$ cat config.mk
export PLATFORM = sky130hd
export DESIGN_NAME = vector_distance_engine_unit
export DESIGN_NICKNAME = d
export VERILOG_FILES = /design/src/design/vde_pkg.sv /design/src/design/vector_distance_engine_unit.sv /design/src/design/vde_ctrl.sv /design/src/design/vde_dpath.sv
export SDC_FILE = /design/constraint.sdc
export NUM_CORES = 2
export LEC_CHECK = 0
export CORE_UTILIZATION = 40
export CTS_CLUSTER_DIAMETER = 50
export DETAILED_ROUTE_END_ITERATION = 10
export DONT_BUFFER_PORTS = 1
export SYNTH_ARGS = -nofsm -noshare
export SYNTH_HDL_FRONTEND = slang
export SYNTH_SLANG_ARGS = --single-unit
$ cat constraint.sdc
create_clock -name clk -period 6.6 [get_ports clk]
set_input_delay 0.33 -clock clk [delete_from_list [all_inputs] [get_ports clk]]
set_output_delay 0.33 -clock clk [all_outputs]
set_load 0.01 [all_outputs]
$ cat src/design/vde_pkg.sv
// Shared types and constants for the vector distance engine.
package vde_pkg;

  localparam int ElemW  = 16;
  localparam int MagW   = ElemW + 1;
  localparam int AccW   = 64;
  localparam int OutW   = 48;
  localparam int NumW   = MagW + 16;
  localparam int DivCntW = $clog2(NumW);
  localparam int RootW  = (AccW + 16) / 2;
  localparam int SqCntW = $clog2(RootW);

  typedef enum logic [1:0] {
    MODE_MANH = 2'd0,
    MODE_EUCL = 2'd1,
    MODE_CHEB = 2'd2,
    MODE_CANB = 2'd3
  } mode_t;

  typedef enum logic [3:0] {
    ST_IDLE,
    ST_PREP,
    ST_TERM,
    ST_DIV_INIT,
    ST_DIV,
    ST_ADD,
    ST_SQ_INIT,
    ST_SQ,
    ST_FIN
  } state_t;

  typedef struct packed {
    logic in_ready;
    logic prep;
    logic term;
    logic div_init;
    logic div_step;
    logic add;
    logic sq_init;
    logic sq_step;
    logic finish;
  } cmd_t;

  typedef struct packed {
    logic canb_div;
    logic last;
    logic sq_need;
    logic div_done;
    logic sq_done;
    logic out_busy;
  } sts_t;

endpackage

$ cat src/design/vector_distance_engine_unit.sv
// Top level of the vector distance engine: controller plus datapath.
//
//   channel  signals                               direction
//   in       in_valid/in_ready, elem_a, elem_b,    request in
//            last_element
//   out      out_valid/out_ready, distance,        request out
//            saturated
//   cfg      cfg_write_en, cfg_write_data          metric_mode write
//
// Each pair runs prep, term and add; in canberra a pair that is not all zero runs
// the bit-serial divider for 33 steps in place of term. The last pair adds the
// result stage, after a digit-serial square root in euclidean mode unless saturated.
// rst is synchronous and clears mode, accumulator and output valid.
// A held result does not block new pairs; only the next result waits on out_ready.
module vector_distance_engine_unit (
  input  logic                          clk,
  input  logic                          rst,
  input  logic                          in_valid,
  output logic                          in_ready,
  input  logic signed [vde_pkg::ElemW-1:0] elem_a,
  input  logic signed [vde_pkg::ElemW-1:0] elem_b,
  input  logic                          last_element,
  output logic                          out_valid,
  input  logic                          out_ready,
  output logic [vde_pkg::OutW-1:0]      distance,
  output logic                          saturated,
  input  logic                          cfg_write_en,
  input  logic [1:0]                    cfg_write_data
);

  vde_pkg::cmd_t cmd;
  vde_pkg::sts_t sts;

  vde_ctrl u_ctrl (
    .clk      (clk),
    .rst      (rst),
    .in_valid (in_valid),
    .sts      (sts),
    .cmd      (cmd)
  );

  vde_dpath u_dpath (
    .clk            (clk),
    .rst            (rst),
    .cmd            (cmd),
    .sts            (sts),
    .in_valid       (in_valid),
    .elem_a         (elem_a),
    .elem_b         (elem_b),
    .last_element   (last_element),
    .cfg_write_en   (cfg_write_en),
    .cfg_write_data (cfg_write_data),
    .out_valid      (out_valid),
    .out_ready      (out_ready),
    .distance       (distance),
    .saturated      (saturated)
  );

  assign in_ready = cmd.in_ready;

  a_sat_max: assert property (@(posedge clk) disable iff (rst)
    out_valid && saturated |-> distance == '1)
    else $error("saturated result not at maximum");

  a_one_at_a_time: assert property (@(posedge clk) disable iff (rst)
    in_valid && in_ready |=> !in_ready)
    else $error("second request taken while one is in work");

  a_finish_free: assert property (@(posedge clk) disable iff (rst)
    cmd.finish |-> !(out_valid && !out_ready))
    else $error("result overwritten before taken");

endmodule

$ cat src/design/vde_ctrl.sv
// Controller state machine for the vector distance engine.
module vde_ctrl (
  input  logic            clk,
  input  logic            rst,
  input  logic            in_valid,
  input  vde_pkg::sts_t   sts,
  output vde_pkg::cmd_t   cmd
);

  vde_pkg::state_t state, state_next;

  always_ff @(posedge clk) begin
    if (rst) begin
      state <= vde_pkg::ST_IDLE;
    end else begin
      state <= state_next;
    end
  end

  always_comb begin
    state_next = state;
    case (state)
      vde_pkg::ST_IDLE: begin
        if (in_valid) state_next = vde_pkg::ST_PREP;
      end
      vde_pkg::ST_PREP: begin
        state_next = sts.canb_div ? vde_pkg::ST_DIV_INIT : vde_pkg::ST_TERM;
      end
      vde_pkg::ST_TERM:     state_next = vde_pkg::ST_ADD;
      vde_pkg::ST_DIV_INIT: state_next = vde_pkg::ST_DIV;
      vde_pkg::ST_DIV: begin
        if (sts.div_done) state_next = vde_pkg::ST_ADD;
      end
      vde_pkg::ST_ADD: begin
        if (!sts.last) state_next = vde_pkg::ST_IDLE;
        else if (sts.sq_need) state_next = vde_pkg::ST_SQ_INIT;
        else state_next = vde_pkg::ST_FIN;
      end
      vde_pkg::ST_SQ_INIT:  state_next = vde_pkg::ST_SQ;
      vde_pkg::ST_SQ: begin
        if (sts.sq_done) state_next = vde_pkg::ST_FIN;
      end
      vde_pkg::ST_FIN: begin
        if (!sts.out_busy) state_next = vde_pkg::ST_IDLE;
      end
      default: state_next = vde_pkg::ST_IDLE;
    endcase
  end

  always_comb begin
    cmd = '0;
    case (state)
      vde_pkg::ST_IDLE:     cmd.in_ready = 1'b1;
      vde_pkg::ST_PREP:     cmd.prep     = 1'b1;
      vde_pkg::ST_TERM:     cmd.term     = 1'b1;
      vde_pkg::ST_DIV_INIT: cmd.div_init = 1'b1;
      vde_pkg::ST_DIV:      cmd.div_step = 1'b1;
      vde_pkg::ST_ADD:      cmd.add      = 1'b1;
      vde_pkg::ST_SQ_INIT:  cmd.sq_init  = 1'b1;
      vde_pkg::ST_SQ:       cmd.sq_step  = 1'b1;
      vde_pkg::ST_FIN:      cmd.finish   = !sts.out_busy;
      default:              cmd = '0;
    endcase
  end

endmodule

$ cat src/design/vde_dpath.sv
// Datapath: difference, multiply, divider, accumulator, square root, output register.
module vde_dpath (
  input  logic                          clk,
  input  logic                          rst,
  input  vde_pkg::cmd_t                 cmd,
  output vde_pkg::sts_t                 sts,
  input  logic                          in_valid,
  input  logic signed [vde_pkg::ElemW-1:0] elem_a,
  input  logic signed [vde_pkg::ElemW-1:0] elem_b,
  input  logic                          last_element,
  input  logic                          cfg_write_en,
  input  logic [1:0]                    cfg_write_data,
  output logic                          out_valid,
  input  logic                          out_ready,
  output logic [vde_pkg::OutW-1:0]      distance,
  output logic                          saturated
);

  localparam int MagW  = vde_pkg::MagW;
  localparam int AccW  = vde_pkg::AccW;
  localparam int OutW  = vde_pkg::OutW;
  localparam int NumW  = vde_pkg::NumW;
  localparam int RootW = vde_pkg::RootW;
  localparam int RemW  = RootW + 4;
  localparam int SrcW  = AccW + 16;
  localparam logic [AccW-1:0] OutMax = {{(AccW-OutW){1'b0}}, {OutW{1'b1}}};

  vde_pkg::mode_t mode_cfg, mode_r;
  logic signed [vde_pkg::ElemW-1:0] a_r, b_r;
  logic last_r;
  logic [MagW-1:0] d_r, den_r, running_max;
  logic zero_r;
  logic [2*MagW-1:0] term_r;
  logic [AccW-1:0] accumulator;
  logic overflow_seen;

  logic [NumW-1:0] div_num, div_q;
  logic [MagW-1:0] div_rem;
  logic [vde_pkg::DivCntW-1:0] div_cnt;

  logic [SrcW-1:0] sq_src;
  logic [RootW-1:0] root;
  logic [RemW-1:0] sq_rem;
  logic [vde_pkg::SqCntW-1:0] sq_cnt;

  // prep-stage magnitudes
  logic signed [MagW-1:0] diff_s, a_s, b_s;
  logic [MagW-1:0] d_c, ma_c, mb_c;
  assign a_s    = MagW'(a_r);
  assign b_s    = MagW'(b_r);
  assign diff_s = a_s - b_s;
  assign d_c    = diff_s[MagW-1] ? MagW'(-diff_s) : MagW'(diff_s);
  assign ma_c   = a_s[MagW-1] ? MagW'(-a_s) : MagW'(a_s);
  assign mb_c   = b_s[MagW-1] ? MagW'(-b_s) : MagW'(b_s);

  // divider step
  logic [MagW:0] div_sh, div_sub;
  logic div_ge;
  assign div_sh  = {div_rem, div_num[NumW-1]};
  assign div_ge  = div_sh >= {1'b0, den_r};
  assign div_sub = div_sh - {1'b0, den_r};

  // accumulate with clamp
  logic [AccW-1:0] add_val;
  logic [AccW:0] acc_sum;
  always_comb begin
    if (mode_r == vde_pkg::MODE_CANB) begin
      add_val = zero_r ? '0 : AccW'(div_q);
    end else begin
      add_val = AccW'(term_r);
    end
  end
  assign acc_sum = {1'b0, accumulator} + {1'b0, add_val};

  // square root step
  logic [RemW-1:0] sq_sh, sq_trial;
  logic sq_ge;
  assign sq_sh    = {sq_rem[RemW-3:0], sq_src[SrcW-1 -: 2]};
  assign sq_trial = {{(RemW-RootW-2){1'b0}}, root, 2'b01};
  assign sq_ge    = sq_sh >= sq_trial;

  // final result
  logic [OutW-1:0] dist_c;
  logic sat_c;
  always_comb begin
    dist_c = '0;
    sat_c  = 1'b0;
    if (overflow_seen) begin
      dist_c = '1;
      sat_c  = 1'b1;
    end else begin
      case (mode_r)
        vde_pkg::MODE_MANH: begin
          if (accumulator > (OutMax >> 8)) begin
            dist_c = '1;
            sat_c  = 1'b1;
          end else begin
            dist_c = {accumulator[OutW-9:0], 8'd0};
          end
        end
        vde_pkg::MODE_EUCL: dist_c = OutW'(root);
        vde_pkg::MODE_CHEB: dist_c = OutW'({running_max, 8'd0});
        default: begin
          if (accumulator > OutMax) begin
            dist_c = '1;
            sat_c  = 1'b1;
          end else begin
            dist_c = accumulator[OutW-1:0];
          end
        end
      endcase
    end
  end

  always_ff @(posedge clk) begin
    if (rst) begin
      mode_cfg      <= vde_pkg::MODE_MANH;
      accumulator   <= '0;
      running_max   <= '0;
      overflow_seen <= 1'b0;
      out_valid     <= 1'b0;
    end else begin
      if (cfg_write_en) mode_cfg <= vde_pkg::mode_t'(cfg_write_data);
      if (cmd.finish) begin
        out_valid <= 1'b1;
      end else if (out_valid && out_ready) begin
        out_valid <= 1'b0;
      end
      if (cmd.add) begin
        if (acc_sum[AccW]) begin
          accumulator   <= '1;
          overflow_seen <= 1'b1;
        end else begin
          accumulator <= acc_sum[AccW-1:0];
        end
        if (d_r > running_max) running_max <= d_r;
      end
      if (cmd.finish) begin
        accumulator   <= '0;
        running_max   <= '0;
        overflow_seen <= 1'b0;
      end
    end
  end

  always_ff @(posedge clk) begin
    if (cmd.in_ready && in_valid) begin
      a_r    <= elem_a;
      b_r    <= elem_b;
      last_r <= last_element;
      mode_r <= mode_cfg;
    end
    if (cmd.prep) begin
      d_r    <= d_c;
      den_r  <= ma_c + mb_c;
      zero_r <= (a_r == '0) && (b_r == '0);
    end
    if (cmd.term) begin
      case (mode_r)
        vde_pkg::MODE_MANH: term_r <= (2*MagW)'(d_r);
        vde_pkg::MODE_EUCL: term_r <= d_r * d_r;
        default:            term_r <= '0;
      endcase
    end
    if (cmd.div_init) begin
      div_num <= {d_r, 16'd0};
      div_rem <= '0;
      div_q   <= '0;
      div_cnt <= '0;
    end
    if (cmd.div_step) begin
      div_num <= {div_num[NumW-2:0], 1'b0};
      div_rem <= div_ge ? div_sub[MagW-1:0] : div_sh[MagW-1:0];
      div_q   <= {div_q[NumW-2:0], div_ge};
      div_cnt <= div_cnt + 1'b1;
    end
    if (cmd.sq_init) begin
      sq_src <= {accumulator, 16'd0};
      sq_rem <= '0;
      root   <= '0;
      sq_cnt <= '0;
    end
    if (cmd.sq_step) begin
      sq_src <= {sq_src[SrcW-3:0], 2'b00};
      sq_rem <= sq_ge ? (sq_sh - sq_trial) : sq_sh;
      root   <= {root[RootW-2:0], sq_ge};
      sq_cnt <= sq_cnt + 1'b1;
    end
    if (cmd.finish) begin
      distance  <= dist_c;
      saturated <= sat_c;
    end
  end

  always_comb begin
    sts.canb_div = (mode_r == vde_pkg::MODE_CANB) && !((a_r == '0) && (b_r == '0));
    sts.last     = last_r;
    sts.sq_need  = (mode_r == vde_pkg::MODE_EUCL) && !overflow_seen && !acc_sum[AccW];
    sts.div_done = div_cnt == vde_pkg::DivCntW'(NumW - 1);
    sts.sq_done  = sq_cnt == vde_pkg::SqCntW'(RootW - 1);
    sts.out_busy = out_valid && !out_ready;
  end

endmodule
Yosys cells after proc, flatten, opt, wreduce, memory -nomap -nowiden
Cells that the tools add are included.
{"block": "totals", "mem_bits_rw": 0, "inputBits": 40, "out_inout_bits": 51, "wordCells": 134, "rom_bits": 0, "regBits": 467, "memories": 0, "latchBits": 0}
{"block": "op_classes", "bitwise_logic": 0, "eq_ne": 17, "mux": 50, "mul": 1, "n_addsub": 10, "reduce_logical": 24, "div": 0, "shift": 0, "order_cmp": 5}
{"op": "2-to-1 mux 33 bit", "n": 5}
{"op": "2-to-1 mux 80 bit", "n": 2}
{"op": "case mux 48 bit (3 select lines)", "n": 1}
{"op": "2-to-1 mux 64 bit", "n": 2}
{"op": "2-to-1 mux 42 bit", "n": 3}
{"op": "2-to-1 mux 48 bit", "n": 2}
{"op": "2-to-1 mux 17 bit", "n": 5}
{"op": "2-to-1 mux 40 bit", "n": 2}
{"op": "case mux 34 bit (2 select lines)", "n": 1}
{"op": "adder 64 x 64 -> 65 bit", "n": 1}
{"op": "> comparator 64 x 40 -> 1 bit (second input constant)", "n": 1}
{"op": "> comparator 64 x 48 -> 1 bit (second input constant)", "n": 1}
{"op": ">= comparator 44 x 42 -> 1 bit", "n": 1}
{"op": "subtractor 42 bit", "n": 1}
{"op": "case mux 4 bit (9 select lines)", "n": 1}
{"op": "multiplier 17 x 17 -> 34 bit", "n": 1}
{"op": "negation 16 -> 17 bit", "n": 2}
{"op": "logical NOT 16 bit", "n": 2}
{"op": "2-to-1 mux 4 bit", "n": 6}
{"op": "2-to-1 mux 6 bit", "n": 4}
{"op": ">= comparator 18 x 17 -> 1 bit", "n": 1}
{"op": "adder 17 bit", "n": 1}
{"op": "> comparator 17 bit", "n": 1}
{"op": "negation 17 bit", "n": 1}
{"op": "22 further kinds", "n": 59}

Depth between registers and ports, before layout
{"block": "logic_depth", "depth_word": 8, "ltp_mapped": 25, "mapped_depth_nobuf": 25}

Cells and area by module
From an unflattened synthesis, not the netlist that was laid out.
{"block": "hier_totals", "cells_unflattened": 3530, "area_unflattened_um2": 35402.7}
{"module": "vde_dpath", "area_each_um2": 35072.4, "seq_area_each_um2": 13022.5, "n_inst": 1, "cells_per_inst": 3481}
{"module": "vde_ctrl", "area_each_um2": 330.3, "seq_area_each_um2": 80.1, "n_inst": 1, "cells_per_inst": 49}

Worst setup path before layout
OpenSTA, ideal clock, no wires.
{"block": "synth_timing", "path_type": "register -> register", "startpoint": "reg u_dpath.d_r[10]", "endpoint": "reg u_dpath.term_r[33] (data pin)", "setup_ns": 0.266, "n_path_buf": 2, "stages_incl_launch_ff": 26, "arrival_time_ns": 6.613, "t_required_ns": 6.334, "setup_slack_ns": -0.279, "period_less_slack_ns": 6.879, "cell_sequence": "edfxtp_1 > clkbuf_1 > clkbuf_1 > nand2_1 > fa_1 > inv_1 > fa_1 > inv_1 > fa_1 > inv_1 > fa_1 > fa_1 > inv_1 > fa_1 > inv_1 > ha_1 > a211oi_1 > nor2_1 > o41a_1 > a31o_2 > a32o_1 > o41ai_4 > nor3b_1 > o31ai_2 > xnor2_1 > nor2_1"}
{"block": "synth_between", "elab_chain_len": 2}
{"item": "from (decl)", "line_no": "vde_dpath.sv:31", "source": "logic [MagW-1:0] d_r, den_r, running_max;"}
{"item": "from (signal assigned)", "line_no": "vde_dpath.sv:154", "source": "d_r <= d_c;"}
{"item": "multiplier 17 x 17 -> 34 bit", "line_no": "vde_dpath.sv:161", "source": "vde_pkg::MODE_EUCL: term_r <= d_r * d_r;"}
{"item": "case mux 34 bit (2 select lines)", "line_no": "vde_dpath.sv:159", "source": "case (mode_r)"}
{"item": "to (signal assigned)", "line_no": "vde_dpath.sv:160", "source": "vde_pkg::MODE_MANH: term_r <= (2*MagW)'(d_r);"}
{"item": "to (signal assigned)", "line_no": "vde_dpath.sv:161"}
{"item": "to (decl)", "line_no": "vde_dpath.sv:33", "source": "logic [2*MagW-1:0] term_r;"}
No other way between the ends.
A chain may end at the register's enable or synchronous reset.

Worst setup path after layout
{"block": "layout_timing", "startpoint": "reg u_dpath.d_r[4]", "endpoint": "reg u_dpath.term_r[31] (data pin)"}
The elaborated chain is that of the path after synthesis.

==> metrics.sh <==
OUTCOME='complete, no violations'
ENDPOINT_ARRIVAL_TIME_ON_THE_CRITICAL_PATH_NS=6.81
WL_MICRONS=88900
SLEW_HEADROOM_PCT=14.6
NUMBER_OF_SYNTHESIZED_FLOPS_WITH_AN_ENABLE_PIN=377
WIRE_PER_INST_MICRONS=17.8
MEAN_SYN_CELL_AREA_SQ_UM=9.48
POST_SYNTH_FA_HA_MAJ_AREA_FRACTION_PCT=20.3
WORSTREG2REGEND='u_dpath.term_r[31]$_DFFE_PN_'
SYNTH_TOP_FAMILY_BY_AREA='adder cells'
LARGEST_NET_DEGREE_AT_THE_START_OF_GLOBAL_ROUTING=108
SYNTH_COMPOUND_AREA_SHARE_PCT=13.0
YOSYS_WARNINGS=0
TRACK_USAGE_PCT=19.7
DRT.ANTENNA.VIOLATING_NETS=0
INITIAL_UTILIZATION_PCT=40.5
HOLD-PATH-CELL-COUNT=1
CRITICAL_PATH.REG2REG.STARTPOINT='u_dpath.d_r[4]$_DFFE_PP_'
COUNT_OF_MAXIMUM_CAPACITANCE_VIOLATIONS=0
NETLIST-CELL-TYPE-COUNT=89
INSERTION_DELAY_NS=0.67
H_TREE_LEVEL_COUNT=2
REQUIRED_TIME_OF_THE_CRITICAL_PATH_NS=7.00
SYN_TO_FINAL_GROWTH_PCT=13.7
SEQ_AREA_FRAC_SYNTH_PCT=37.1
POST_LAYOUT_NONFILLER_INSTANCES=4986
DIE_HEIGHT_MICRONS=299
CRITPATHLAUNCH='u_dpath.d_r[4]$_DFFE_PP_'
SYNTH.CELL_AREA_SQ_MM=0.0353
CORE_AREA_SQ_MM=0.0870
SYNTH-SEQ-CELLS=466
YOSYS.AREA_SHARE.XOR_XNOR_PCT=5.14
TRITONCTS_CLOCK_TREE='done'
MAX_SLEW.WORST_PIN.SLEW_NS=1.28
GRT-OVFL-TOTAL=0
CLKTRANSATPATHREGS_NS=0.06
CRITICAL_PATH_CLASS='register to register'
LONGEST_CLK_PATH_BUFS=3
WORST_R2R_PATH_DEPTH=23
VIAS=26400
CLOCK-SINKS=466
WORSTHOLDSTART='elem_b[6]'
SYNTH_SIMPLE_GATE_AREA_SHARE_PCT=16.3
PLACEMENT_ROWS=108
VIAS_PER_CELL=5.29
POSTSYNTH.TOPFLOPCELL='sky130_fd_sc_hd__edfxtp_1'
DIEAREA_SQ_MM=0.0894
NUM_IO_PINS=91
DPL.HPWL_MICRONS=66300
VIA_COUNT_OF_THE_FIRST_GLOBAL_ROUTING_PASS=26000
WIRE_LENGTH_OF_THE_FIRST_GLOBAL_ROUTING_PASS_MICRONS=142000
STARTPOINT_TYPE='register'
REPORT.FINAL.SLEW_VIOL_COUNT=0
DRT_PASS1_ITERATIONS=5
DRIVE_ABOVE_1_SHARE_PCT=9.35
PLACED_CELLS=4792
HOLD_SLACK_NS=0.334
INITIAL_ANTENNA_VIOLATION_COUNT=1
PERIOD_MINUS_SLACK_NS=6.41
SYNTH.MUX.AREA_FRACTION_PCT=1.79
DIE_OUTLINE_WIDTH_MICRONS=299
POST_DP_CELL_AREA_SQ_MM=0.0368
CTS_INSERTED_BUFFERS=60
IO_BUFFERS=0
GP_CONGESTION=0.883
REMAINING_DRC_ERRORS=0
TIMING.SETUP.TNS_NS=0
MAXCLOCKFREQUENCY_MHz=156
POST_SYNTH_INST_COUNT=3721
HOLD-PATH-ENDPOINT='u_dpath.b_r[6]$_DFFE_PP_'
HOLDCRITPATHCLASS='input port to register'
CLOCK-ROOT-BUFFER='sky130_fd_sc_hd__clkbuf_16'
SYNTH_NETS=4216
DRT_FIRST_ITER_VIOLATIONS=1633
SKEW_NS=0.0566
CRITICAL_PATH_PEAK_FANOUT=4
REG2REG_SETUP_SLACK_NS=0.19
SETUP_VIOL_COUNT_FINAL=0
TIMING.FINAL.HOLD_VIOLATIONS=0
FINALNETCOUNT=4276
TIMING.CRITICAL_PATH.TO_TYPE='register'
LAYOUT_WORST_PATH_CYCLE_SHARE_PCT=97.1
FINAL_AREA_SQ_MM=0.0401
ASYNC_RESET_FF_SHARE_PCT=0
area by class of cell:
class / instances / area [sq um]
Clock buffer: 65 / 1520
Sequential cell: 466 / 13100
Multi-Input combinational cell: 2672 / 20300
Inverter: 416 / 1570
Clock inverter: 46 / 676
Tap cell: 1155 / 1450
Timing Repair Buffer: 165 / 1450
Fill cell: 8272 / 46900
Antenna cell: 1 / 2.50
worst max-delay path, stage by stage (launching register included):
cell	delay (ns)
sky130_fd_sc_hd__edfxtp_1	0.41
sky130_fd_sc_hd__buf_6	0.15
sky130_fd_sc_hd__nand2_2	0.06
sky130_fd_sc_hd__buf_4	0.14
sky130_fd_sc_hd__fa_1	0.55
sky130_fd_sc_hd__inv_1	0.07
sky130_fd_sc_hd__fa_1	0.49
sky130_fd_sc_hd__fa_1	0.53
sky130_fd_sc_hd__fa_1	0.43
sky130_fd_sc_hd__fa_1	0.49
sky130_fd_sc_hd__inv_1	0.05
sky130_fd_sc_hd__fa_1	0.52
sky130_fd_sc_hd__inv_1	0.04
sky130_fd_sc_hd__ha_2	0.27
sky130_fd_sc_hd__o21ai_1	0.14
sky130_fd_sc_hd__nor2_2	0.07
sky130_fd_sc_hd__o41a_1	0.41
sky130_fd_sc_hd__a31o_2	0.24
sky130_fd_sc_hd__a32o_2	0.27
sky130_fd_sc_hd__o41ai_4	0.34
sky130_fd_sc_hd__nor3b_2	0.11
sky130_fd_sc_hd__nor3_2	0.20
sky130_fd_sc_hd__xor2_1	0.16
sky130_fd_sc_hd__nor2_1	0.05
cell usage after synthesis, drive strengths merged, types with 61 or more instances:
library cell / count / area, sq um
fa: 196 / 3920
xnor2: 149 / 1310
o21ai: 141 / 706
nand2: 565 / 2120
clkbuf: 142 / 533
and2: 99 / 619
ha: 259 / 3240
a21o: 67 / 503
a21oi: 208 / 1040
edfxtp: 377 / 11300
nor2: 252 / 951
dfxtp: 89 / 1780
mux2i: 61 / 611
inv: 415 / 1560
metrics by stage:
stage	util [%]	worst slack [ns]
finish	46.1	0.189
global route	46.1	-0.0630
CTS	45.3	0.00346
detailed placement	42.3	-0.0467
global placement	42.3	0.0544
floorplan	-	0.00614
how the worst max path moves through the flow:
| stage | endpoint | slack, ns | cells past startpoint |
|---|---|---|---|
| after global routing | u_dpath.term_r[33]$_DFFE_PN_ | -0.06 | 23 |
| after CTS | u_dpath.term_r[33]$_DFFE_PN_ | 0.003 | 24 |
| final | u_dpath.term_r[31]$_DFFE_PN_ | 0.19 | 23 |
| after detailed placement | u_dpath.term_r[33]$_DFFE_PN_ | -0.05 | 24 |
| after global placement | u_dpath.term_r[33]$_DFFE_PN_ | 0.05 | 24 |
| after floorplan | u_dpath.term_r[33]$_DFFE_PN_ | 0.006 | 23 |
logic make-up (layout without fill, tap and decap cells):
group | after synthesis | after routing
fa+ha+maj | 455 | 455
other cells | 0 | 1
compound gates | 697 | 697
mux | 63 | 63
buf+inv | 583 | 692
simple gates | 1250 | 1250
flops | 466 | 466
xor+xnor | 207 | 207
placed cells by master (no fill, tap or decap), types with 23 or more instances in the layout:
| cell | instances |
|---|---|
| sky130_fd_sc_hd__nand2_1 | 546 |
| sky130_fd_sc_hd__a31oi_1 | 27 |
| sky130_fd_sc_hd__a21o_1 | 67 |
| sky130_fd_sc_hd__nor3_1 | 53 |
| sky130_fd_sc_hd__nand4_1 | 25 |
| sky130_fd_sc_hd__nor2_1 | 244 |
| sky130_fd_sc_hd__ha_1 | 248 |
| sky130_fd_sc_hd__clkbuf_16 | 60 |
| sky130_fd_sc_hd__fa_1 | 186 |
| sky130_fd_sc_hd__a221o_1 | 33 |
| sky130_fd_sc_hd__dfxtp_1 | 89 |
| sky130_fd_sc_hd__a21oi_1 | 206 |
| sky130_fd_sc_hd__dlygate4sd3_1 | 40 |
| sky130_fd_sc_hd__edfxtp_1 | 377 |
| sky130_fd_sc_hd__inv_1 | 403 |
| sky130_fd_sc_hd__and2_1 | 88 |
| sky130_fd_sc_hd__nand3b_1 | 35 |
| sky130_fd_sc_hd__nor4_1 | 25 |
| sky130_fd_sc_hd__buf_4 | 100 |
| sky130_fd_sc_hd__xnor2_1 | 148 |
| sky130_fd_sc_hd__nor2b_1 | 28 |
| sky130_fd_sc_hd__nand3_1 | 55 |
| sky130_fd_sc_hd__o21a_1 | 23 |
| sky130_fd_sc_hd__buf_6 | 23 |
| sky130_fd_sc_hd__xor2_1 | 58 |
| sky130_fd_sc_hd__nand2b_1 | 31 |
| sky130_fd_sc_hd__a211oi_1 | 29 |
| sky130_fd_sc_hd__o21ai_0 | 133 |
| sky130_fd_sc_hd__mux2i_1 | 61 |
state kept, by name, indices dropped and copies added (netlist names), 2 cells and up:
register and cells:
u_dpath.b_r 16, u_dpath.running_max 17, u_dpath.root 40, u_dpath.d_r 16, u_dpath.div_num 17, u_dpath.sq_cnt 6
u_dpath.distance 48, u_dpath.a_r 16, u_dpath.mode_r 2, u_dpath.term_r 34, u_dpath.accumulator 64, u_dpath.div_rem 17
u_dpath.div_q 33, u_dpath.sq_src 64, u_dpath.sq_rem 42, u_dpath.den_r 17, u_dpath.mode_cfg 2, u_dpath.div_cnt 6
u_ctrl.state 4
metal layers:
metal / vias to the layer above / share of wire (%) / GRT usage, % / wire, microns
met2: 652 / 46 / 32.5 / 41300
met5: - / 0 / 0 / 0
li1: 12900 / - / - / -
met4: 0 / 2.2 / 4.64 / 1920
met1: 12700 / 46 / 27.4 / 41200
met3: 125 / 5.0 / 2.65 / 4440
what timing repair did:
| item | 4_1_cts | 5_1_grt |
|---|---|---|
| endpoints found under the hold margin | 78 | 0 |
| gates resized for setup | 0 | 101 |
| setup buffers | 0 | 42 |
| endpoints found under the setup margin | 0 | 8 |
| hold buffers | 40 | 0 |
Power is not shown: default switching activity piles up to over one toggle a cycle in this logic, so the estimate is an artifact.
